==> src/hdl/sss_pkg.sv <==
// Shared types and codes for the sorted matrix staircase search block.
package sss_pkg;

   localparam int VALUE_W   = 32;
   localparam int INDEX_W   = 6;
   localparam int CSR_IDX_W = 1;
   localparam int CSR_DAT_W = 7;

   // Request action codes
   localparam logic ACT_LOAD   = 1'b0;
   localparam logic ACT_SEARCH = 1'b1;

   // Configuration register indexes
   localparam logic [CSR_IDX_W-1:0] CSR_ROW_COUNT    = 1'b0;
   localparam logic [CSR_IDX_W-1:0] CSR_COLUMN_COUNT = 1'b1;

   typedef enum logic {
      ST_IDLE,
      ST_WALK
   } fsm_state_type;

   // Controller to datapath commands
   typedef struct packed {
      logic wr_en;   // store the load beat
      logic start;   // open a search walk
      logic step;    // move down or left
      logic finish;  // capture the answer in the output register
   } sss_cmd_type;

   // Datapath to controller status
   typedef struct packed {
      logic active;  // current position lies inside the area in use
      logic hit;     // current element equals the target
   } sss_status_type;

endpackage

==> src/hdl/sss_ctrl.sv <==
// Controller state machine for the staircase search: sequencing and handshakes.
module sss_ctrl (
   input  logic                  clock,
   input  logic                  reset,
   input  logic                  req_valid,
   input  logic                  req_action,
   output logic                  req_ready,
   output logic                  rsp_valid,
   input  logic                  rsp_ready,
   input  sss_pkg::sss_status_type status,
   output sss_pkg::sss_cmd_type    cmd
);
   import sss_pkg::*;

   fsm_state_type state_ff, state_in;
   logic          rsp_valid_ff, rsp_valid_in;
   logic          out_free;
   logic          walk_end;

   assign out_free = !rsp_valid_ff || rsp_ready;
   assign walk_end = !status.active || status.hit;

   always_comb begin
      state_in = state_ff;
      unique case (state_ff)
         ST_IDLE: begin
            if (req_valid && req_action == ACT_SEARCH) state_in = ST_WALK;
         end
         ST_WALK: begin
            if (walk_end && out_free) state_in = ST_IDLE;
         end
         default: state_in = ST_IDLE;
      endcase
   end

   always_comb begin
      req_ready  = 1'b0;
      cmd.wr_en  = 1'b0;
      cmd.start  = 1'b0;
      cmd.step   = 1'b0;
      cmd.finish = 1'b0;
      unique case (state_ff)
         ST_IDLE: begin
            req_ready = 1'b1;
            cmd.wr_en = req_valid && req_action == ACT_LOAD;
            cmd.start = req_valid && req_action == ACT_SEARCH;
         end
         ST_WALK: begin
            cmd.step   = !walk_end;
            cmd.finish = walk_end && out_free;
         end
         default: begin
            req_ready = 1'b0;
         end
      endcase
   end

   always_comb begin
      if (cmd.finish) begin
         rsp_valid_in = 1'b1;
      end else if (rsp_ready) begin
         rsp_valid_in = 1'b0;
      end else begin
         rsp_valid_in = rsp_valid_ff;
      end
   end

   always_ff @(posedge clock) begin
      if (reset) begin
         state_ff     <= ST_IDLE;
         rsp_valid_ff <= 1'b0;
      end else begin
         state_ff     <= state_in;
         rsp_valid_ff <= rsp_valid_in;
      end
   end

   assign rsp_valid = rsp_valid_ff;

endmodule

==> config.mk <==
export PLATFORM = sky130hd
export DESIGN_NAME = sss_ctrl
export DESIGN_NICKNAME = d
export VERILOG_FILES = /design/src/hdl/sss_pkg.sv /design/src/hdl/sss_ctrl.sv
export SDC_FILE = /design/constraint.sdc
export NUM_CORES = 1
export LEC_CHECK = 0
export ABC_AREA = 1
export BUFFER_PORTS_ARGS = -buffer_cell sky130_fd_sc_hd__buf_2
export CORE_AREA = 2 2 39 41
export CTS_CLUSTER_DIAMETER = 150
export CTS_CLUSTER_SIZE = 16
export DETAILED_ROUTE_END_ITERATION = 12
export DIE_AREA = 0 0 41 43
export SYNTH_ARGS = -nofsm -noshare
export SYNTH_HDL_FRONTEND = slang
export SYNTH_SLANG_ARGS = --single-unit
==> constraint.sdc <==
create_clock -name clock -period 0.87 [get_ports clock]
set_clock_uncertainty 0.1 [all_clocks]
set_input_delay 0.087 -clock clock [delete_from_list [all_inputs] [get_ports clock]]
set_output_delay 0.087 -clock clock [all_outputs]
set_load 0.02 [all_outputs]
==> summary.md, run 1 <==
| Metric | Value |
|---|---|
| Final setup margin | `-0.200 ns` |
| Crit path capture type | `output port` |
| Die ar. | `around 0.0018 sq mm` |
| Slowest CP cell | `dfxtp_4` |
| Initial drt markers | `0` |
| IO Count | `13` |
| H-tree levels | `1` |
| Most common cell after layout, fill and taps aside | `buf_2` |
| Fin crit share | `1.23` |
| First-pass GRT wire length | `524 um` |
| Critical Path AT | `around 0.88 ns` |
| Pre-CTS setup slack | `-0.0380 ns` |
| Cells after Synth | `21` |
| Final hold viol count | `0` |
| Final WL | `around 360 um` |
| Placed insts | `between 40 and 50` |
| CTS Sinks | `2` |
| Overall Power | `around 460 uW` |
| CTS tree | `built` |
| Status | `finished with violations` |
| Synth Cell Area | `around 130 sq um` |
| PD cells | `approximately 1400 mW/mm^2` |
| Proportion of layout cells with a drive suffix above 1 | `0.805` |
| Cell variety after synth | `9` |
| Path type of the worst setup path | `reg2out` |
| Register area share after synthesis | `0.311` |
| Final setup vio count | `7` |
| Final Net Count | `49` |
| Max Transition Viols Final | `0` |
| Clk slew on worst S/H paths | `~0.04 ns` |
| Hpwl dp | `approximately 270 um` |
| Global route total overflow | `0` |
| Final instance area | `~330 sq um` |
| Die Wd | `41 um` |
| Max-Cap Viols | `0` |
| Critical path fanouts, max | `4` |
| FP Rows | `14` |
| Crit path cell chain | `inv_4 > nand2_2 > nor2_2 > buf_6` |
| Reg-to-Reg End | `state_ff` |
| Root buffer cell | `clkbuf_4` |
| R2r setup slk | `-0.01 ns` |
| Total core area | `approximately 0.0014 sq mm` |
| Syn. warnings | `0` |
| Initial antenna violation count | `0` |
| Final std cells w/o fill | `57` |
| DR WL/cell | `approximately 6.3 um` |
| Area Overhead vs Synth | `154%` |
| Min cycle time layout | `1.07 ns` |
| Via density | `3.25` |
| GRT Total Usage | `0.0521` |
| Ant diodes | `0` |
| Req. time, crit path | `0.68 ns` |
| Worst rel slew slack | `0.928` |
| Post-synth net total | `28` |
| Reg-to-Reg Start | `rsp_valid` |
| Max Root-Sink Buffers | `2` |
| Hold_sp | `rsp_ready` |
| Leak Pwr | `roughly 0.18 nW` |
| Hold endpoint | `rsp_valid` |
| CP startpoint kind | `register` |
| Worst Tran Pin Value | `approximately 0.11 ns` |
| Max Clk Rate | `~0.93 GHz` |
| RePlAce Congestion | `just over 0.5` |
| Number of global-route vias before repair | `roughly 180` |
| Die H | `43 um` |
| Failing checks | `setup timing` |
| Reg2Reg Depth | `5` |
| Largest net degree at the start of global routing | `5` |
| Most frequent cells in the layout | `buf_2, nand2_2, buf_4, buf_6` |
| Drt drc | `0` |
| Hold Slack | `roughly 0.043 ns` |
| Worst min path class | `in2reg` |
| Synth Register Bits | `2` |
| Hold Path Depth | `4` |
| RSZ-0062 raised after global routing | `yes` |
| VDD IR max | `245 uV` |
| Starting density of the core | `0.0931` |
| Clk Latency, worst-skew pair | `approximately 0.23 ns` |
| Final ANT Viol Nets | `0` |
| CTS buffer count | `3` |
| # port buffers | `12` |
| Post-place instance area | `around 230 sq um` |
| DR pass1 iterations | `1` |
| Largest stage delay, worst path | `0.35 ns` |
| Via count | `~190` |
| Syn avg cell area | `slightly above 6 sq um` |
==> area by class of cell <==
cell class | instances | area (sq um)
repair buffers | 17 | 128
flip-flops and latches | 2 | 47.5
inverters | 5 | 21.3
well taps | 16 | 20.0
clock buffers | 4 | 26.3
fillers | 163 | 1060
multi-input cells | 13 | 85.1
==> routing by layer <==
metal | track usage | wire [um] | share of wire | up-vias
met3 | 0 | 29 | 0.081 | 0
met5 | 0 | 0 | 0 | -
met2 | 0.0844 | 224 | 0.62 | 6
met1 | 0.0223 | 106 | 0.30 | 79
li1 | - | - | - | 100
met4 | 0.120 | 0 | 0 | 0
==> cells by family after synthesis <==
kind of cell	after synthesis	synth area share
AOI/OAI and AO/OA	1	0.0388
buffers and inverters	6	0.204
DFF	2	0.311
and+or+nand+nor	12	0.447
==> through the flow <==
stage | TNS (ns) | utilization
CTS | -0.950 | 0.220
global route | -1.15 | 0.237
floorplan | -0.0289 | -
global placement | -0.0267 | 0.164
finish | -0.895 | 0.237
detailed placement | -0.0387 | 0.164
==> report_power, final <==
| part | switching, mW | internal [mW] |
|---|---|---|
| Clock | 0.0578 | 0.171 |
| Sequential | 0.00667 | 0.0964 |
| Combinational | 0.0628 | 0.0671 |
==> synthesized netlist by cell type <==
| cell type | n | area (sq um) |
|---|---|---|
| nor2_1 | 3 | 11.3 |
| nand2_1 | 4 | 15.0 |
| inv_1 | 4 | 15.0 |
| buf_4 | 1 | 7.51 |
| dfxtp_1 | 2 | 40.0 |
| a21oi_1 | 1 | 5.00 |
| inv_2 | 1 | 3.75 |
| nor2_2 | 2 | 12.5 |
| nand2_2 | 3 | 18.8 |
==> repair_timing <==
item                                    CTS  global route
hold endpoints to repair                  1             0
hold buffers                              1             0
endpoints found under the setup margin    6             8
setup buffers                             2             1
gates resized for setup                   9             5
pin swaps                                 2             0
==> state kept, by name, summed over array words and instances, names as in the netlist <==
| signal | flops |
|---|---|
| rsp_valid | 1 |
| state_ff | 1 |
==> worst max path at each step <==
| stage | start | to | cells past startpoint |
|---|---|---|---|
| floorplan | state_ff | cmd[3] | 3 |
| global placement | state_ff | cmd[0] | 3 |
| detailed placement | state_ff | cmd[0] | 3 |
| CTS | rsp_valid | cmd[0] | 4 |
| global route | state_ff | cmd[3] | 4 |
| finish | state_ff | cmd[3] | 4 |
==> critical path: cells and delay by family, from the launching register on <==
| kind | cells | cell delay [ns] |
|---|---|---|
| flops | 1 | 0.35 |
| simple gates | 2 | 0.13 |
| buf+inv | 2 | 0.19 |
No activity file was read; power rests on OpenSTA's default activity.
==> run 2, diff against run 1 <==
--- a/config.mk
+++ b/config.mk
@@ -12,6 +12,7 @@
 export CTS_CLUSTER_SIZE = 16
 export DETAILED_ROUTE_END_ITERATION = 12
 export DIE_AREA = 0 0 41 43
+export PLACE_DENSITY = 0.34
 export SYNTH_ARGS = -nofsm -noshare
 export SYNTH_HDL_FRONTEND = slang
 export SYNTH_SLANG_ARGS = --single-unit
==> run 2 against run 1 <==
The run still ends with setup timing left. Worst hold slack lost 0.030 ns. Global-route usage grew 1.0 points. Combinational power is essentially flat. Register-to-register slack is essentially flat. Clock power is essentially flat.
==> summary.md, run 2 (same netlist as run 1, synthesis figures left out) <==
| Metric | Value |
|---|---|
| Final WL | `461 um (+28%)` |
| H-tree levels | `1 (unchanged)` |
| First-pass GRT wire length | `662 um (+26%)` |
| Max Transition Viols Final | `0 (unchanged)` |
| Die H | `43 um (unchanged)` |
| Reg-to-Reg Start | `state_ff` |
| Fin crit share | `1.26 (+0.0281)` |
| Proportion of layout cells with a drive suffix above 1 | `0.800 (-0.00488)` |
| Most frequent cells in the layout | `buf_2, nand2_2, buf_6, buf_4` |
| Final hold viol count | `0 (unchanged)` |
| FP Rows | `14 (unchanged)` |
| Flop pwr share | `0.224 (about the same)` |
| Max Root-Sink Buffers | `2 (unchanged)` |
| Largest net degree at the start of global routing | `5 (unchanged)` |
| Die ar. | `0.00176 sq mm (unchanged)` |
| Initial drt markers | `3 (+3)` |
| Hold_sp | `reset` |
| R2r setup slk | `0 ns (about the same)` |
| Total core area | `0.00138 sq mm (unchanged)` |
| Initial antenna violation count | `0 (unchanged)` |
| Min cycle time layout | `1.09 ns (+0.0244 ns)` |
| Crit path capture type | `output port` |
| Most common cell after layout, fill and taps aside | `buf_2` |
| CP startpoint kind | `register` |
| Via count | `184 (-0.54%)` |
| # port buffers | `12 (unchanged)` |
| Clk slew on worst S/H paths | `0.03 ns (about the same)` |
| DR WL/cell | `8.23 um (+31%)` |
| Via density | `3.29 (+1.2%)` |
| Placed insts | `48 (-2.0%)` |
| Fillers | `164 (+0.61%)` |
| Final setup margin | `-0.224 ns (-0.0244 ns)` |
| Final ANT Viol Nets | `0 (unchanged)` |
| Global route total overflow | `0 (unchanged)` |
| Number of global-route vias before repair | `175 (-3.8%)` |
| Path type of the worst setup path | `reg2out` |
| Worst rel slew slack | `0.933 (+0.00579)` |
| Layout Utilization | `0.236 (-0.000904)` |
| CTS tree | `built` |
| Starting density of the core | `0.0931 (unchanged)` |
| Critical Path AT | `0.91 ns (+0.03 ns)` |
| Die Wd | `41 um (unchanged)` |
| RSZ-0062 raised after global routing | `yes` |
| Final Net Count | `48 (-2.0%)` |
| Drt drc | `0 (unchanged)` |
| Final std cells w/o fill | `56 (-1.8%)` |
| Clk Latency, worst-skew pair | `0.23 ns (about the same)` |
| Failing checks | `setup timing` |
| Overall Power | `465 uW (+0.85%)` |
| Status | `finished with violations` |
| TNS Setup | `-0.950 ns (-0.0545 ns)` |
| Sw Ratio | `0.287 (+0.0110)` |
| Leak Pwr | `0.175 nW (-2.0%)` |
| Root buffer cell | `clkbuf_4` |
| VDD IR max | `423 uV (+72%)` |
| RePlAce Congestion | `0.574 (+13%)` |
| Hpwl dp | `295 um (+7.6%)` |
| Psw | `134 uW (+4.9%)` |
| Req. time, crit path | `0.68 ns (about the same)` |
| CTS Sinks | `2 (unchanged)` |
| IO Count | `13 (unchanged)` |
| P_int | `332 uW (-0.69%)` |
| Worst Tran Pin Value | `0.0998 ns (-0.00968 ns)` |
| Critical path fanouts, max | `2 (-2)` |
| PD cells | `1430 mW/mm^2 (+1.2%)` |
| Clock power frac | `0.499 (+0.004)` |
| Area Overhead vs Synth | `153%` |
| CTS buffer count | `3 (unchanged)` |
| Final setup vio count | `6 (-1)` |
| DR pass1 iterations | `2 (+1)` |
| Max Clk Rate | `0.914 GHz (-2.2%)` |
| Max-Cap Viols | `0 (unchanged)` |
| Worst min path class | `in2reg` |
| Combinational Power Share | `0.277 (-0.005)` |
| GRT Total Usage | `0.0621 (+0.0101)` |
| Worst Setup SP | `rsp_valid` |
| Pre-CTS setup slack | `-0.0402 ns (-0.00219 ns)` |
| Ant diodes | `0 (unchanged)` |
run 2: changes by cell type in the layout (fill, tap and decap cells not counted), sizes merged:
cell and change:
buf -1
run 2: worst paths after layout:
| check | end | cells past startpoint |
|---|---|---|
| max | cmd[0] | 4 |
| min | state_ff | 4 |
| max reg2reg | state_ff | 5 |
| min reg2reg | rsp_valid | 2 |
run 2: worst max-delay path, cell delays in order (launching register included):
cell	delay, ns
dfxtp_4	0.34
nand2_4	0.06
inv_2	0.04
nor2_4	0.12
buf_6	0.13
run 2: area by class of cell:
type	instances	area, sq um	share of cell area
Tap cell	16	20.0	0.0613
Multi-Input combinational cell	13	85.1	0.261
Sequential cell	2	47.5	0.146
Inverter	5	21.3	0.0651
Timing Repair Buffer	16	126	0.387
Clock buffer	4	26.3	0.0805
run 2: stage by stage:
stage               hold slack, ns  area (sq um)
CTS                         0.0120           288
global placement             0.162           219
floorplan                   0.0464           150
detailed placement           0.159           219
finish                      0.0125           327
global route                0.0203           327
run 2: per-layer routing:
layer / global-route usage / vias up / part of all wire
met3: 0.0471 / 0 / 0.13
met5: 0 / - / 0
met2: 0.0656 / 13 / 0.41
met1: 0.0735 / 76 / 0.47
met4: 0.0600 / 0 / 0
li1: - / 95 / -
run 2: power groups by stage:
stage | sequential [mW] | clock [mW] | combinational, mW
2_1_floorplan | 0.106 | 0 | 0.0606
3_3_place_gp | 0.104 | 0 | 0.0919
3_5_place_dp | 0.103 | 0 | 0.0913
4_1_cts | 0.103 | 0.251 | 0.113
5_1_grt | 0.104 | 0.272 | 0.137
6_report | 0.104 | 0.232 | 0.129
run 2: what timing repair did:
item	in CTS	in global routing
hold buffers	1	0
buffers inserted	0	3
pin swaps	1	2
gates resized for setup	11	5
endpoints found under the setup margin	6	6
hold endpoints to repair	1	0
==> run 3, diff against run 2 <==
--- a/config.mk
+++ b/config.mk
@@ -7,12 +7,13 @@
 export LEC_CHECK = 0
 export ABC_AREA = 1
 export BUFFER_PORTS_ARGS = -buffer_cell sky130_fd_sc_hd__buf_2
+export CAP_MARGIN = 15
 export CORE_AREA = 2 2 39 41
 export CTS_CLUSTER_DIAMETER = 150
 export CTS_CLUSTER_SIZE = 16
 export DETAILED_ROUTE_END_ITERATION = 12
 export DIE_AREA = 0 0 41 43
-export PLACE_DENSITY = 0.34
+export PLACE_DENSITY = 0.35
 export SYNTH_ARGS = -nofsm -noshare
 export SYNTH_HDL_FRONTEND = slang
 export SYNTH_SLANG_ARGS = --single-unit
==> constraint.sdc (replaced) <==
create_clock -name clock -period 0.9 [get_ports clock]
set_clock_uncertainty 0.1 [all_clocks]
set_input_delay 0.09 -clock clock [delete_from_list [all_inputs] [get_ports clock]]
set_output_delay 0.09 -clock clock [all_outputs]
set_load 0.02 [all_outputs]
==> run 3 against run 2 <==
Via count increased by 1.1%. The flow still finishes with violations (setup timing). Clock power decreased by 17%. Global-route usage decreased by 0.41 points. Cell count unchanged. Core utilization decreased by 0.27 points. Flip-flop and latch count unchanged. Sequential share of layout area decreased by 0.61 points. Routed wire length decreased by 23%. Combinational power about the same. Count of clock-buffer cells in the layout decreased by 1. Die area unchanged.
==> summary.md, run 3 (same netlist as run 1, synthesis figures left out) <==
| Metric | Value |
|---|---|
| Ant diodes | `0 (unchanged)` |
| IO Count | `13 (unchanged)` |
| Failing checks | `setup timing` |
| Register area | `45.0 sq um (-5.3%)` |
| CTS tree | `built` |
| Max Clk Rate | `approximately 0.9 GHz` |
| PD cells | `1300 mW/mm^2 (-8.5%)` |
| Hpwl dp | `283 um (-4.2%)` |
| Root buffer cell | `clkbuf_4` |
| CTS buffer count | `3 (unchanged)` |
| RePlAce Congestion | `0.564 (-1.6%)` |
| Worst min path class | `in2reg` |
| R2r setup slk | `-0.08 ns (-0.08 ns)` |
| Worst Tran Pin Value | `0.113 ns (+0.0131 ns)` |
| Starting density of the core | `0.0931 (unchanged)` |
| Final hold viol count | `0 (unchanged)` |
| Number of global-route vias before repair | `191 (+9.1%)` |
| Initial drt markers | `0 (-3)` |
| Critical path fanouts, max | `3 (+1)` |
| Layout Utilization | `0.233 (-0.00271)` |
| Status | `finished with violations` |
| FP Rows | `14 (unchanged)` |
| VDD IR max | `412 uV (-2.6%)` |
| Final Net Count | `49 (+2.1%)` |
| Die Wd | `41 um (unchanged)` |
| Post-place instance area | `223 sq um (+1.7%)` |
| Initial antenna violation count | `0 (unchanged)` |
| Area Overhead vs Synth | `150%` |
| Area occupied by multi-input gates | `80.1 sq um (-5.9%)` |
| Die H | `43 um (unchanged)` |
| Crit path capture type | `output port` |
| Via count | `186 (+1.1%)` |
| H-tree levels | `1 (unchanged)` |
| GRT Total Usage | `0.0581 (-0.00407)` |
| Min cycle time layout | `~1.1 ns` |
| Max Root-Sink Buffers | `2 (unchanged)` |
| First-pass GRT wire length | `621 um (-6.2%)` |
| TNS Setup | `-0.701 ns (+0.249 ns)` |
| Hold Slack | `0.0475 ns (+0.0350 ns)` |
| Leak Pwr | `0.170 nW (-3.0%)` |
| CTS Sinks | `2 (unchanged)` |
| Die ar. | `0.00176 sq mm (unchanged)` |
| Req. time, crit path | `0.71 ns (+0.03 ns)` |
| # port buffers | `12 (unchanged)` |
| Final ANT Viol Nets | `0 (unchanged)` |
| CP startpoint kind | `register` |
| Total core area | `0.00138 sq mm (unchanged)` |
| Largest net degree at the start of global routing | `5 (unchanged)` |
| Max Transition Viols Final | `0 (unchanged)` |
| Drt drc | `0 (unchanged)` |
| Final setup vio count | `6 (unchanged)` |
| Global route total overflow | `0 (unchanged)` |
| Overall Power | `421 uW (-9.5%)` |
| Clk slew on worst S/H paths | `0.03 ns (about the same)` |
| Fillers | `157 (-4.3%)` |
| Most frequent cells in the layout | `nand2_2, buf_2, buf_6, buf_4` |
| Fin crit share | `1.21` |
| Final instance area | `323 sq um (-1.1%)` |
| Max-Cap Viols | `0 (unchanged)` |
| Worst rel slew slack | `0.925 (-0.00861)` |
| DR pass1 iterations | `1 (-1)` |
| Path type of the worst setup path | `reg2out` |
| RSZ-0062 raised after global routing | `yes` |
| Clk Latency, worst-skew pair | `0.22 ns (about the same)` |
| Proportion of layout cells with a drive suffix above 1 | `0.825 (+0.0250)` |
| Final setup margin | `-0.185 ns (+0.0397 ns)` |
| Via density | `3.32 (+1.1%)` |
| Final WL | `356 um (-23%)` |
| DR WL/cell | `6.36 um (-23%)` |
| Critical Path AT | `0.89 ns (-0.02 ns)` |
-- run 3: cell count changes in the layout (fill, tap and decap cells not counted) --
cell / previous run / this run
nand2_2: 5 / 6
dfxtp_2: 0 / 1
clkbuf_1: 1 / 0
buf_4: 4 / 5
dfxtp_4: 2 / 1
nand2_4: 1 / 0
-- run 3: through the flow --
step,instances,worst slack (ns)
6_report,56,-0.185
5_1_grt,56,-0.236
4_1_cts,56,-0.190
3_5_place_dp,50,-0.0270
3_3_place_gp,50,-0.0371
2_1_floorplan,21,-0.00556
-- run 3: path summary, 6_finish.rpt --
| path | to | start | cells past startpoint |
|---|---|---|---|
| setup / recovery | cmd[0] | state_ff | 3 |
| hold reg to reg | rsp_valid | rsp_valid | 2 |
| hold / removal | rsp_valid | rsp_ready | 4 |
| setup reg to reg | state_ff | state_ff | 5 |
-- run 3: what timing repair did --
item	CTS	global route
endpoints found under the hold margin	1	0
gates resized for setup	11	8
cloned	0	0
setup endpoints to repair	6	7
setup buffers	2	0
hold buffers	1	0
pin swaps	2	1
-- run 3: report_power, final --
part,switching (mW),internal (mW)
registers,0.00637,0.0951
clock network,0.0454,0.147
logic,0.0598,0.0677
-- run 3: final cells by class --
cell class,count,share of cell area
repair buffers,17,0.415
clock buffers,3,0.0698
multi-input cells,13,0.248
flip-flops and latches,2,0.140
inverters,5,0.0659
well taps,16,0.0620
-- run 3: per-layer routing --
| metal | vias to the layer above | global-route usage | wire length, um |
|---|---|---|---|
| met5 | - | 0 | 0 |
| met4 | 0 | 0.0600 | 0 |
| met3 | 0 | 0.0471 | 37 |
| met2 | 5 | 0.0750 | 211 |
| met1 | 85 | 0.0510 | 108 |
| li1 | 96 | - | - |
-- run 3: critical path, stage by stage, from the launching register on --
cell and delay, ns:
dfxtp_4 0.36, nand2_2 0.08, nor2_4 0.12, buf_6 0.12
